`src/rtl/cth_pkg.sv`:
```
// Shared types, codes and fixed widths of the cache tag hit/miss model.
package cth_pkg;

  localparam int TAG_W   = 30;
  localparam int STAMP_W = 32;
  localparam int SET_W   = 15;
  localparam int PADDR_W = 5;

  localparam logic [1:0] MAP_DIRECT = 2'd0;
  localparam logic [1:0] MAP_SET    = 2'd1;
  localparam logic [1:0] MAP_FULL   = 2'd2;
  localparam logic [1:0] MAP_SPARE  = 2'd3;

  localparam logic [1:0] POL_FIFO   = 2'd0;
  localparam logic [1:0] POL_LIFO   = 2'd1;
  localparam logic [1:0] POL_MRU    = 2'd2;
  localparam logic [1:0] POL_RANDOM = 2'd3;

  localparam logic [1:0] MISS_NONE       = 2'd0;
  localparam logic [1:0] MISS_COMPULSORY = 2'd1;
  localparam logic [1:0] MISS_CONFLICT   = 2'd2;
  localparam logic [1:0] MISS_CAPACITY   = 2'd3;

  localparam logic OP_WRITE = 1'b0;
  localparam logic OP_READ  = 1'b1;

  localparam logic [2:0] REG_MAPPING = 3'd0;
  localparam logic [2:0] REG_WBACK   = 3'd1;
  localparam logic [2:0] REG_POLICY  = 3'd2;
  localparam logic [2:0] REG_OFFSET  = 3'd3;
  localparam logic [2:0] REG_INDEX   = 3'd4;
  localparam logic [2:0] REG_WAYS    = 3'd5;

  localparam logic [31:0] RNG_Z_INIT = 32'h0508_0902;
  localparam logic [31:0] RNG_W_INIT = 32'hABAB_AB55;
  localparam logic [15:0] RNG_Z_MUL  = 16'd36969;
  localparam logic [15:0] RNG_W_MUL  = 16'd18000;
  localparam logic [15:0] RNG_LOW    = 16'd65535;

  typedef struct packed {
    logic        operation;
    logic [31:0] address;
  } req_t;

  typedef struct packed {
    logic       hit;
    logic [1:0] miss_kind;
    logic       dirty_writeback;
    logic       mem_write_through;
  } rsp_t;

  typedef struct packed {
    logic [1:0]  mapping_mode;
    logic        write_back_mode;
    logic [1:0]  replace_policy;
    logic [2:0]  offset_bits;
    logic [3:0]  index_bits;
    logic [10:0] ways_in_use;
  } cfg_t;

  typedef struct packed {
    logic               valid;
    logic               dirty;
    logic [TAG_W-1:0]   tag;
    logic [STAMP_W-1:0] stamp;
  } entry_t;

  typedef enum logic [3:0] {
    ST_CLEAR,
    ST_IDLE,
    ST_BASE,
    ST_SCAN,
    ST_DECIDE,
    ST_RAND,
    ST_RAND_MOD,
    ST_RAND_WAIT,
    ST_VREAD,
    ST_VWRITE
  } state_t;

endpackage

```
`src/rtl/cth_regs.sv`:
```
// Configuration register file behind the APB-style port.
module cth_regs import cth_pkg::*; (
  input  logic               clk,
  input  logic               rst,
  input  logic               psel,
  input  logic               penable,
  input  logic               pwrite,
  input  logic [PADDR_W-1:0] paddr,
  input  logic [31:0]        pwdata,
  output logic [31:0]        prdata,
  output logic               pready,
  output cfg_t               cfg
);

  logic [2:0] idx;
  logic       wr;

  assign pready = 1'b1;
  assign idx    = paddr[4:2];
  assign wr     = psel && penable && pwrite && pready;

  always_ff @(posedge clk) begin
    if (rst) begin
      cfg.mapping_mode    <= MAP_DIRECT;
      cfg.write_back_mode <= 1'b0;
      cfg.replace_policy  <= POL_FIFO;
      cfg.offset_bits     <= 3'd2;
      cfg.index_bits      <= 4'd10;
      cfg.ways_in_use     <= 11'd1;
    end else if (wr) begin
      unique case (idx)
        REG_MAPPING: cfg.mapping_mode    <= pwdata[1:0];
        REG_WBACK:   cfg.write_back_mode <= pwdata[0];
        REG_POLICY:  cfg.replace_policy  <= pwdata[1:0];
        REG_OFFSET:  cfg.offset_bits     <= pwdata[2:0];
        REG_INDEX:   cfg.index_bits      <= pwdata[3:0];
        REG_WAYS:    cfg.ways_in_use     <= pwdata[10:0];
        default: ;
      endcase
    end
  end

  always_comb begin
    unique case (idx)
      REG_MAPPING: prdata = {30'd0, cfg.mapping_mode};
      REG_WBACK:   prdata = {31'd0, cfg.write_back_mode};
      REG_POLICY:  prdata = {30'd0, cfg.replace_policy};
      REG_OFFSET:  prdata = {29'd0, cfg.offset_bits};
      REG_INDEX:   prdata = {28'd0, cfg.index_bits};
      REG_WAYS:    prdata = {21'd0, cfg.ways_in_use};
      default:     prdata = 32'd0;
    endcase
  end

endmodule

```
`config.mk`:
```
export PLATFORM = sky130hd
export DESIGN_NAME = cth_regs
export DESIGN_NICKNAME = d
export VERILOG_FILES = /design/src/rtl/cth_pkg.sv /design/src/rtl/cth_regs.sv
export SDC_FILE = /design/constraint.sdc
export NUM_CORES = 1
export LEC_CHECK = 0
export ABC_AREA = 0
export ABC_CLOCK_PERIOD_IN_PS = 1400
export BUFFER_PORTS_ARGS = -buffer_cell sky130_fd_sc_hd__buf_2
export CAP_MARGIN = 20
export CORE_ASPECT_RATIO = 0.75
export CORE_MARGIN = 1.5
export CORE_UTILIZATION = 40
export DETAILED_ROUTE_END_ITERATION = 10
export HOLD_SLACK_MARGIN = 0.08
export PLACE_DENSITY = 0.8
export SYNTH_ARGS = -nofsm -noshare
export SYNTH_HDL_FRONTEND = slang
export SYNTH_SLANG_ARGS = --single-unit
```
`constraint.sdc`:
```
create_clock -name clk -period 1.4 [get_ports clk]
set_input_delay 0.28 -clock clk [delete_from_list [all_inputs] [get_ports clk]]
set_output_delay 0.28 -clock clk [all_outputs]
set_load 0.005 [all_outputs]
```
Word level (Yosys, flattened, before mapping):

Index checks and enable logic that the tools add are counted.

* input bits: 42
* logic and storage cells: 21
* output and inout bits: 56
* register bits: 23

* equality and inequality tests: 5
* mux-type cells: 1
* reductions and logical operators: 9

Operators by type and width (count)
* $pmux W11 S6: 1
* $reduce_and A2 Y1: 6
* $eq A3 B2 Y1 const B: 2
* $eq A3 B3 Y1 const B: 2
* $eq A3 B1 Y1 const B: 1
* $logic_not A3 Y1: 1
* $logic_and A1 B1 Y1: 2

Longest topological paths before layout:

Gate-level depths: netlist (run 1).

* word-level depth: 3
* depth in mapped cells: 6
* depth with buffers taken out: 3

Least setup slack after synthesis (run 1):

No wires, ideal clock.

* path kind: in2out
* from: input paddr[3]
* to: output prdata[0]
* stages: 4
* arrival time: 1051 ps
* path buffers: 1
* required time: 1120 ps
* setup slack: 69 ps
* path through: buf_6 -> mux4_1 -> inv_1 -> o22ai_1

* longest elaborated chain between the ends: 2
* elaborated cells on any way between the ends: 7
* those cells by class: eq/ne: 5; mux: 1; reduce/logical: 1

Ends and longest elaborated chain
* start: declaration: RTL line cth_regs.sv:8 `input logic [PADDR_W-1:0] paddr,`
* $eq A3 B3 Y1 (tied with other cells): RTL line cth_regs.sv:44 `unique case (idx)`
* $pmux W11 S6 *: RTL line cth_regs.sv:44
* end: declaration: RTL line cth_regs.sv:10 `output logic [31:0] prdata,`

Mark *: on every way between the ends. The rest lies on a longest branch, timed or not.

Worst setup path in the final report (run 1):

* from: register cfg[15] in the netlist's numbering
* to: output prdata[0]

* longest elaborated chain between the ends: 1

Ends and longest elaborated chain
* start: declaration: RTL line cth_regs.sv:12 `output cfg_t cfg`
* $pmux W11 S6: RTL line cth_regs.sv:44

Every way passes these cells.

==> impl_summary.md, run 1 <==
Hold path
In this run the worst hold path is classified as input pin to register. In this run the most critical hold path is launched from pwdata[6].

Placement
The instance area after placement is 1560 µm². Port buffering added 52 buffers. Detailed placement ended at an HPWL of 2470 µm. The final weighted congestion in routability-driven placement is 0.857. In this run, placement finished with an instance count of 248.

Run
Max-cap violations in this run came to 0.

Final layout
Relative to the synthesized area, the layout overhead comes to 23.2%. The final instance area is 1630 µm². The number of antenna diodes in the final layout is 0. The largest registers in the layout are cfg x23. The post-layout net count is 260. After filler insertion, the fill cell instance count of the layout stands at 333. The register with the most flip-flops in the layout has 23 of them. In the final layout, the share of cells above drive strength 1 is 37.3%. More flip-flops sit in one register than any other, and that register is cfg. The number of standard cells in the final layout excluding fillers is 255.

Worst setup path
STA classifies the critical path startpoint as a register. The data arrival time of the critical path is 1.28 ns. In this run the critical register-to-register path is launched from cfg[20]$_SDFFE_PP0P_. STA puts the critical path data required time at 1.12 ns. The worst setup path is of the register to output pin kind. The kind of end point of the critical path is an output pin.

Along the worst path, the maximum fanout reaches 2. The critical path starts at cfg[15]$_SDFFE_PP0P_.

CTS
The later-pin clock latency in the skew report is 0.26 ns. In this run the number of H-tree levels came out at 1. The root cell of the clock tree is sky130_fd_sc_hd__clkbuf_8. The longest clock path from root to sink contains 2 buffers. TritonCTS built the clock tree.

For this design, the sink count on the clock tree is 23. The clock-pin transition on the worst setup and hold timing paths is 0.08 ns. The number of buffers created by CTS is 3.

Logic synthesis
Counting flops and latches in the post-synthesis netlist gives 23. The largest total area in the synthesized netlist belongs to sky130_fd_sc_hd__dfxtp_1. The instance count of the mapped netlist is 162.

The area fraction of the dominant cell type after synthesis is 34.7%. The prevailing post-synth register cell is sky130_fd_sc_hd__dfxtp_1. The count of cell types in the netlist is 28.

Dividing the synthesized area by the synthesized cell count gives 8.19 µm². In this run, synthesis inferred 0 flip-flops with an integrated enable. The count of yosys warnings during synthesis is 0. Sequential elements use 34.7% of the synthesized area.

In the synthesized netlist, the cells that appear most often are sky130_fd_sc_hd__dfxtp_1, sky130_fd_sc_hd__buf_4, sky130_fd_sc_hd__nand3_1. Ranked by total cell area, the synthesized netlist is headed by sky130_fd_sc_hd__dfxtp_1, sky130_fd_sc_hd__buf_4, sky130_fd_sc_hd__nand3_1. The proportion of synthesized flip-flops having asynchronous set or reset is 0%. Among all cell types in the netlist, the one instantiated most often is sky130_fd_sc_hd__dfxtp_1. The post-synthesis cell area is 1330 µm².

Floorplan
The floorplan step set the die width to 69.5 µm. The effective utilization at floorplan is 43.6%. The overall die height is 52.9 µm. In this run the count of I/O pins placed on the die edge is 98.

The die area is 3670 µm². Row generation in the floorplan step produced 17 rows. The total area inside the core boundary comes to 3040 µm².

Run status
The flow ran to the end, but the final reports show violations. The checks that failed: setup timing.

Detailed routing
In this run, the number of DRC markers left after iteration 0 of detailed routing was 94. For this run, design rule violations remaining after detail routing come to 0. For this run, the detailed router's first-pass iteration total came to 5. In the final routed layout, each cell accounts on average for 13.4 µm. The count of nets left with antenna violations after detail routing is 0. After detailed routing, the total wire length is 3430 µm. The number of vias in the routed layout is 1309. The detailed-route vias per instance is 5.13.

Global routing
The via count of the first global-routing pass came to 1128. The total overflow left after global routing is 0. The total global routing track utilization is 18.1%. The number of antenna violations at the first check in global routing was 0. The first global-routing pass estimated 5290 µm of wire. Entering global routing, the biggest net connects 26 pins.

Pwr
The overall power is 1.25 mW. IR analysis of the VDD net gives a maximum drop of 524 µV. Power spread over the standard cell area amounts to 765 nW/µm². Summed over all cells, the static leakage comes to 0.800 nW.

STA
Setup repair after global routing could not meet its margin everywhere. The number of hold violations in the final report is 0. Static timing analysis puts the maximum clock frequency at 639 MHz.

The clock period minus final worst setup slack is 1.56 ns. Of the available clock period, the critical path in the final layout requires 112%. The summed negative setup slack over all endpoints is -0.164 ns. Setup violations remaining at the end of the flow were counted as 1.

The final number of max-transition violations is 0. The largest clock skew in the final design is 0 ns. Setup slack on the critical path of the routed design comes to -0.164 ns.
[layer usage]
layer | wire (µm) | GRT usage, %
met1 | 1570 | 24.3
met2 | 1540 | 29.2
met5 | 0 | 0
met3 | 315 | 6.48
met4 | 0 | 1.96
[through the flow]
step / worst slack (ns) / utilization [%] / hold WS, ns
2_1_floorplan: 0.0689 / - / 0.428
4_1_cts: -0.178 / 53.0 / 0.255
6_report: -0.164 / 53.7 / 0.264
3_5_place_dp: -0.0827 / 51.2 / 0.480
5_1_grt: -0.228 / 53.7 / 0.261
3_3_place_gp: -0.0747 / 51.2 / 0.471
[what timing repair did]
item / CTS / global route
setup endpoints to repair: 2 / 11
hold buffers: 0 / 0
cloned: 0 / 1
pin swaps: 1 / 0
resized for setup: 5 / 6
buffers inserted: 1 / 1
[cell families (layout without fill, tap and decap cells)]
| group | after synthesis | after routing | share of synthesized area, % |
|---|---|---|---|
| and+or+nand+nor | 47 | 47 | 19.4 |
| AOI/OAI and AO/OA | 44 | 44 | 17.7 |
| buffers and inverters | 37 | 72 | 19.5 |
| DFF | 23 | 23 | 34.7 |
| muxes | 9 | 9 | 8.02 |
| other | 2 | 22 | 0.566 |
[path summary, 6_finish.rpt]
kind | to | slack (ns) | cells after the start
hold reg to reg | cfg[21]$_SDFFE_PP0P_ | 0.48 | 2
setup reg to reg | cfg[20]$_SDFFE_PP0P_ | 0.65 | 3
hold / removal | cfg[6]$_SDFFE_PP0P_ | 0.26 | 3
setup / recovery | prdata[0] | -0.16 | 4
[placed cells by master, fill, tap and decap left out]
cell / netlist / layout
sky130_fd_sc_hd__and4_4: 1 / 1
sky130_fd_sc_hd__and4b_1: 1 / 1
sky130_fd_sc_hd__o22ai_1: 1 / 1
sky130_fd_sc_hd__nor2b_2: 0 / 1
sky130_fd_sc_hd__and3_1: 8 / 8
sky130_fd_sc_hd__nand2_2: 1 / 1
sky130_fd_sc_hd__dfxtp_1: 23 / 18
sky130_fd_sc_hd__conb_1: 2 / 22
sky130_fd_sc_hd__dfxtp_2: 0 / 5
sky130_fd_sc_hd__buf_4: 22 / 12
sky130_fd_sc_hd__o21a_1: 1 / 1
sky130_fd_sc_hd__clkbuf_4: 0 / 1
sky130_fd_sc_hd__nand2b_1: 2 / 2
sky130_fd_sc_hd__clkinv_2: 0 / 1
sky130_fd_sc_hd__inv_2: 0 / 1
sky130_fd_sc_hd__clkbuf_8: 1 / 3
sky130_fd_sc_hd__buf_2: 4 / 52
sky130_fd_sc_hd__o31ai_1: 3 / 3
sky130_fd_sc_hd__o21ai_1: 0 / 1
sky130_fd_sc_hd__nand3_1: 21 / 21
sky130_fd_sc_hd__mux2i_1: 8 / 8
sky130_fd_sc_hd__and2b_1: 1 / 1
sky130_fd_sc_hd__nand2_1: 1 / 1
sky130_fd_sc_hd__o21ai_0: 19 / 18
sky130_fd_sc_hd__nor2_1: 8 / 8
sky130_fd_sc_hd__nand4_1: 1 / 1
sky130_fd_sc_hd__a21oi_1: 19 / 19
sky130_fd_sc_hd__nand4b_1: 1 / 1
sky130_fd_sc_hd__buf_6: 3 / 1
sky130_fd_sc_hd__buf_12: 0 / 1
sky130_fd_sc_hd__mux4_2: 0 / 1
sky130_fd_sc_hd__a211o_1: 1 / 1
[where the power goes]
group | switching [mW] | internal [mW] | total (mW)
clock network | 0.208 | 0.198 | 0.406
registers | 0.00342 | 0.659 | 0.662
logic | 0.109 | 0.0727 | 0.181
[cell type report]
cell class	instances	area (µm²)	share of cell area (%)
repair buffers	67	389	23.8
clock inverters	1	5.00	0.306
flip-flops and latches	23	467	28.6
clock buffers	3	41.3	2.53
inverters	1	3.75	0.230
well taps	38	47.5	2.91
multi-input cells	122	681	41.7
[critical path, stage by stage (launching register included)]
cell,delay [ns]
sky130_fd_sc_hd__dfxtp_2,0.32
sky130_fd_sc_hd__mux4_2,0.47
sky130_fd_sc_hd__inv_2,0.06
sky130_fd_sc_hd__o22ai_1,0.05
sky130_fd_sc_hd__buf_2,0.13
(Power assumes the default switching activity.)
==> run 2, diff against run 1 <==
- CORE_ASPECT_RATIO: 0.75 -> not set
==> impl_summary.md, run 2 (same netlist as run 1, synthesis figures left out) <==
Global routing
The via count of the first global-routing pass is 1085. The total global routing track utilization is 17.9%. The number of antenna violations at the first check in global routing was 0. The first global-routing pass estimated 4960 µm of wire.

Entering global routing, the biggest net connects 26 pins. The total congestion overflow after global routing is 0.

STA
The clock period minus final worst setup slack is 1.61 ns. Setup violations remaining at the end of the flow were counted as 2. The final number of max-transition violations is 0. Summed over all failing endpoints, the final setup total negative slack is -0.240 ns. Setup repair after global routing could not meet its margin everywhere. After layout, the worst setup slack is -0.213 ns. For the final database, setup skew stands at 0 ns. The highest achievable clock rate is 620 MHz. The number of hold violations in the final report is 0. Dividing the final minimum period by the clock period gives 115%.

Worst setup path
The cell with the largest stage delay on the worst path is sky130_fd_sc_hd__mux4_2. The data arrival time of the critical path is 1.33 ns. The kind of critical path is register to output pin.

The largest fanout on the critical path is 2. The data required time of the worst path is 1.12 ns. The signal on the critical path passes through mux4_2 -> inv_2 -> o22ai_1 -> buf_2. STA classifies the critical path endpoint as an output pin.

The startpoint type of the worst setup path is a register. The worst register-to-register path has a depth of 3. The largest single stage delay on the critical path is 0.46 ns.

Pwr
The analysis attributes to cell leakage a power of 0.840 nW. The largest voltage drop on the vdd net is 373 µV. The power density of the placed cells is 662 nW/µm².

Detailed routing
The number of vias in the routed layout is 1322. The top layer used by detailed routing is met4. In the detailed route, the total length drawn on met2 is 1680 µm.

The detail route stage leaves a number of antenna-violating nets equal to 0. The first TritonRoute pass finished after 4 iterations. In the routed layout, each cell is associated on average with a via count of 4.88. The met1 layer wirelength in the final routing is 1460 µm. After detailed routing, the met3 layer carries 231 µm of wire. The wire length reported by the detailed router is 3380 µm.

The DRC violation count after routing is 0. The first-iteration detailed-routing DRC count is 69. After detailed routing, the average wire length per cell comes to 12.5 µm.

Final layout
Once layout is complete, the cells apart from fillers number 271. The register with the most flip-flops is cfg. The largest registers in the layout are cfg x23. The top cell types in the final layout, fill and taps aside, are sky130_fd_sc_hd__buf_2, sky130_fd_sc_hd__buf_4, sky130_fd_sc_hd__conb_1, sky130_fd_sc_hd__nand3_1, sky130_fd_sc_hd__a21oi_1.

The post-layout net count is 270. The area growth from synthesis to layout is 31.8%. The layout cell share with drive strength beyond 1 is 42.7%.

Summing all non-filler instances in the final layout gives an area of 1750 µm². The most common library cell in the layout ignoring fill and taps is sky130_fd_sc_hd__buf_2. Measured on the finished design, the core utilization comes to 56.3%. The antenna cell count is 0.

The flip-flop count of the largest register after layout is 23.

Hold path
Along the worst hold path, the cell count comes to 3. The path type of the worst min-delay path is input pin to register.

CTS
The later-pin clock latency in the skew report is 0.30 ns. The tree is rooted in a sky130_fd_sc_hd__clkbuf_4. Clock tree synthesis inserted a total of 3 buffers. In this run the number of H-tree levels came out at 1. The maximum buffer depth of the clock tree is 2. The clock tree from TritonCTS is done. The clock net sink count is 23. Clock-pin slew was measured on the worst setup and hold paths at 0.12 ns.

Placement
The HPWL after detailed placement is 2390 µm. At the placement stage, the worst setup path has a slack of -0.0967 ns. Once placement finished, the instance area stood at 1590 µm². The count of input and output buffers is 52. The final weighted congestion in routability-driven placement is 0.803.

Including well taps, the total number of placed cells is 259.

Run status
The final reports fail on setup timing. The run finished, with violations left.

Floorplan
The die extent in x is 60.6 µm. The overall die height is 60.6 µm. The count of standard-cell rows is 20. The die area is 3670 µm². Pin placement for this block handled 98 I/O pins. The placeable core region is 3100 µm².

The effective utilization at floorplan is 42.7%.

Run
The number of maximum-capacitance violations is 0.
[run 2: through the flow]
stage,total power [mW],hold WS (ns)
detailed placement,0.850,0.477
global placement,0.849,0.472
CTS,1.16,0.211
global route,1.23,0.203
finish,1.16,0.219
floorplan,0.818,0.428
[run 2: critical path: cells and delay by family, from the launching register on]
family	cells	cell delay, ns
AOI/OAI and AO/OA	1	0.05
buffers and inverters	2	0.19
DFF	1	0.34
muxes	1	0.46
[run 2: layout make-up]
cell class | count | area (µm²)
Fill cell | 301 | 1360
Inverter | 1 | 3.75
Tap cell | 44 | 55.1
Timing Repair Buffer | 77 | 487
Multi-Input combinational cell | 122 | 706
Sequential cell | 23 | 470
Clock buffer | 4 | 26.3
[run 2: worst paths after layout]
check | start | slack, ns | endpoint
worst max-delay path | cfg[20]$_SDFFE_PP0P_ | -0.21 | prdata[0]
worst min-delay path | pwdata[10] | 0.22 | cfg[10]$_SDFFE_PP0P_
worst max register to register | cfg[21]$_SDFFE_PP0P_ | 0.66 | cfg[21]$_SDFFE_PP0P_
worst min register to register | cfg[4]$_SDFFE_PP0P_ | 0.50 | cfg[4]$_SDFFE_PP0P_
[run 2: routing by layer]
layer  GRT usage (%)  vias to the layer above
met2            29.2                       59
met5               0                        -
met1            25.5                      606
met3            2.56                        2
met4            3.73                        0
li1                -                      655
[run 2: timing repair]
item | CTS | global route
hold buffers | 0 | 0
pin swaps | 1 | 2
endpoints found under the setup margin | 9 | 10
setup buffers | 7 | 0
gates resized for setup | 12 | 15
cloned | 1 | 0
[run 2: where the power goes]
| group | switching [mW] | total (mW) | internal, mW | leakage [nW] |
|---|---|---|---|---|
| clock | 0.189 | 0.300 | 0.111 | 0.0150 |
| combinational | 0.109 | 0.194 | 0.0847 | 0.636 |
| sequential | 0.00318 | 0.663 | 0.659 | 0.189 |
| total | 0.302 | 1.16 | 0.855 | 0.840 |
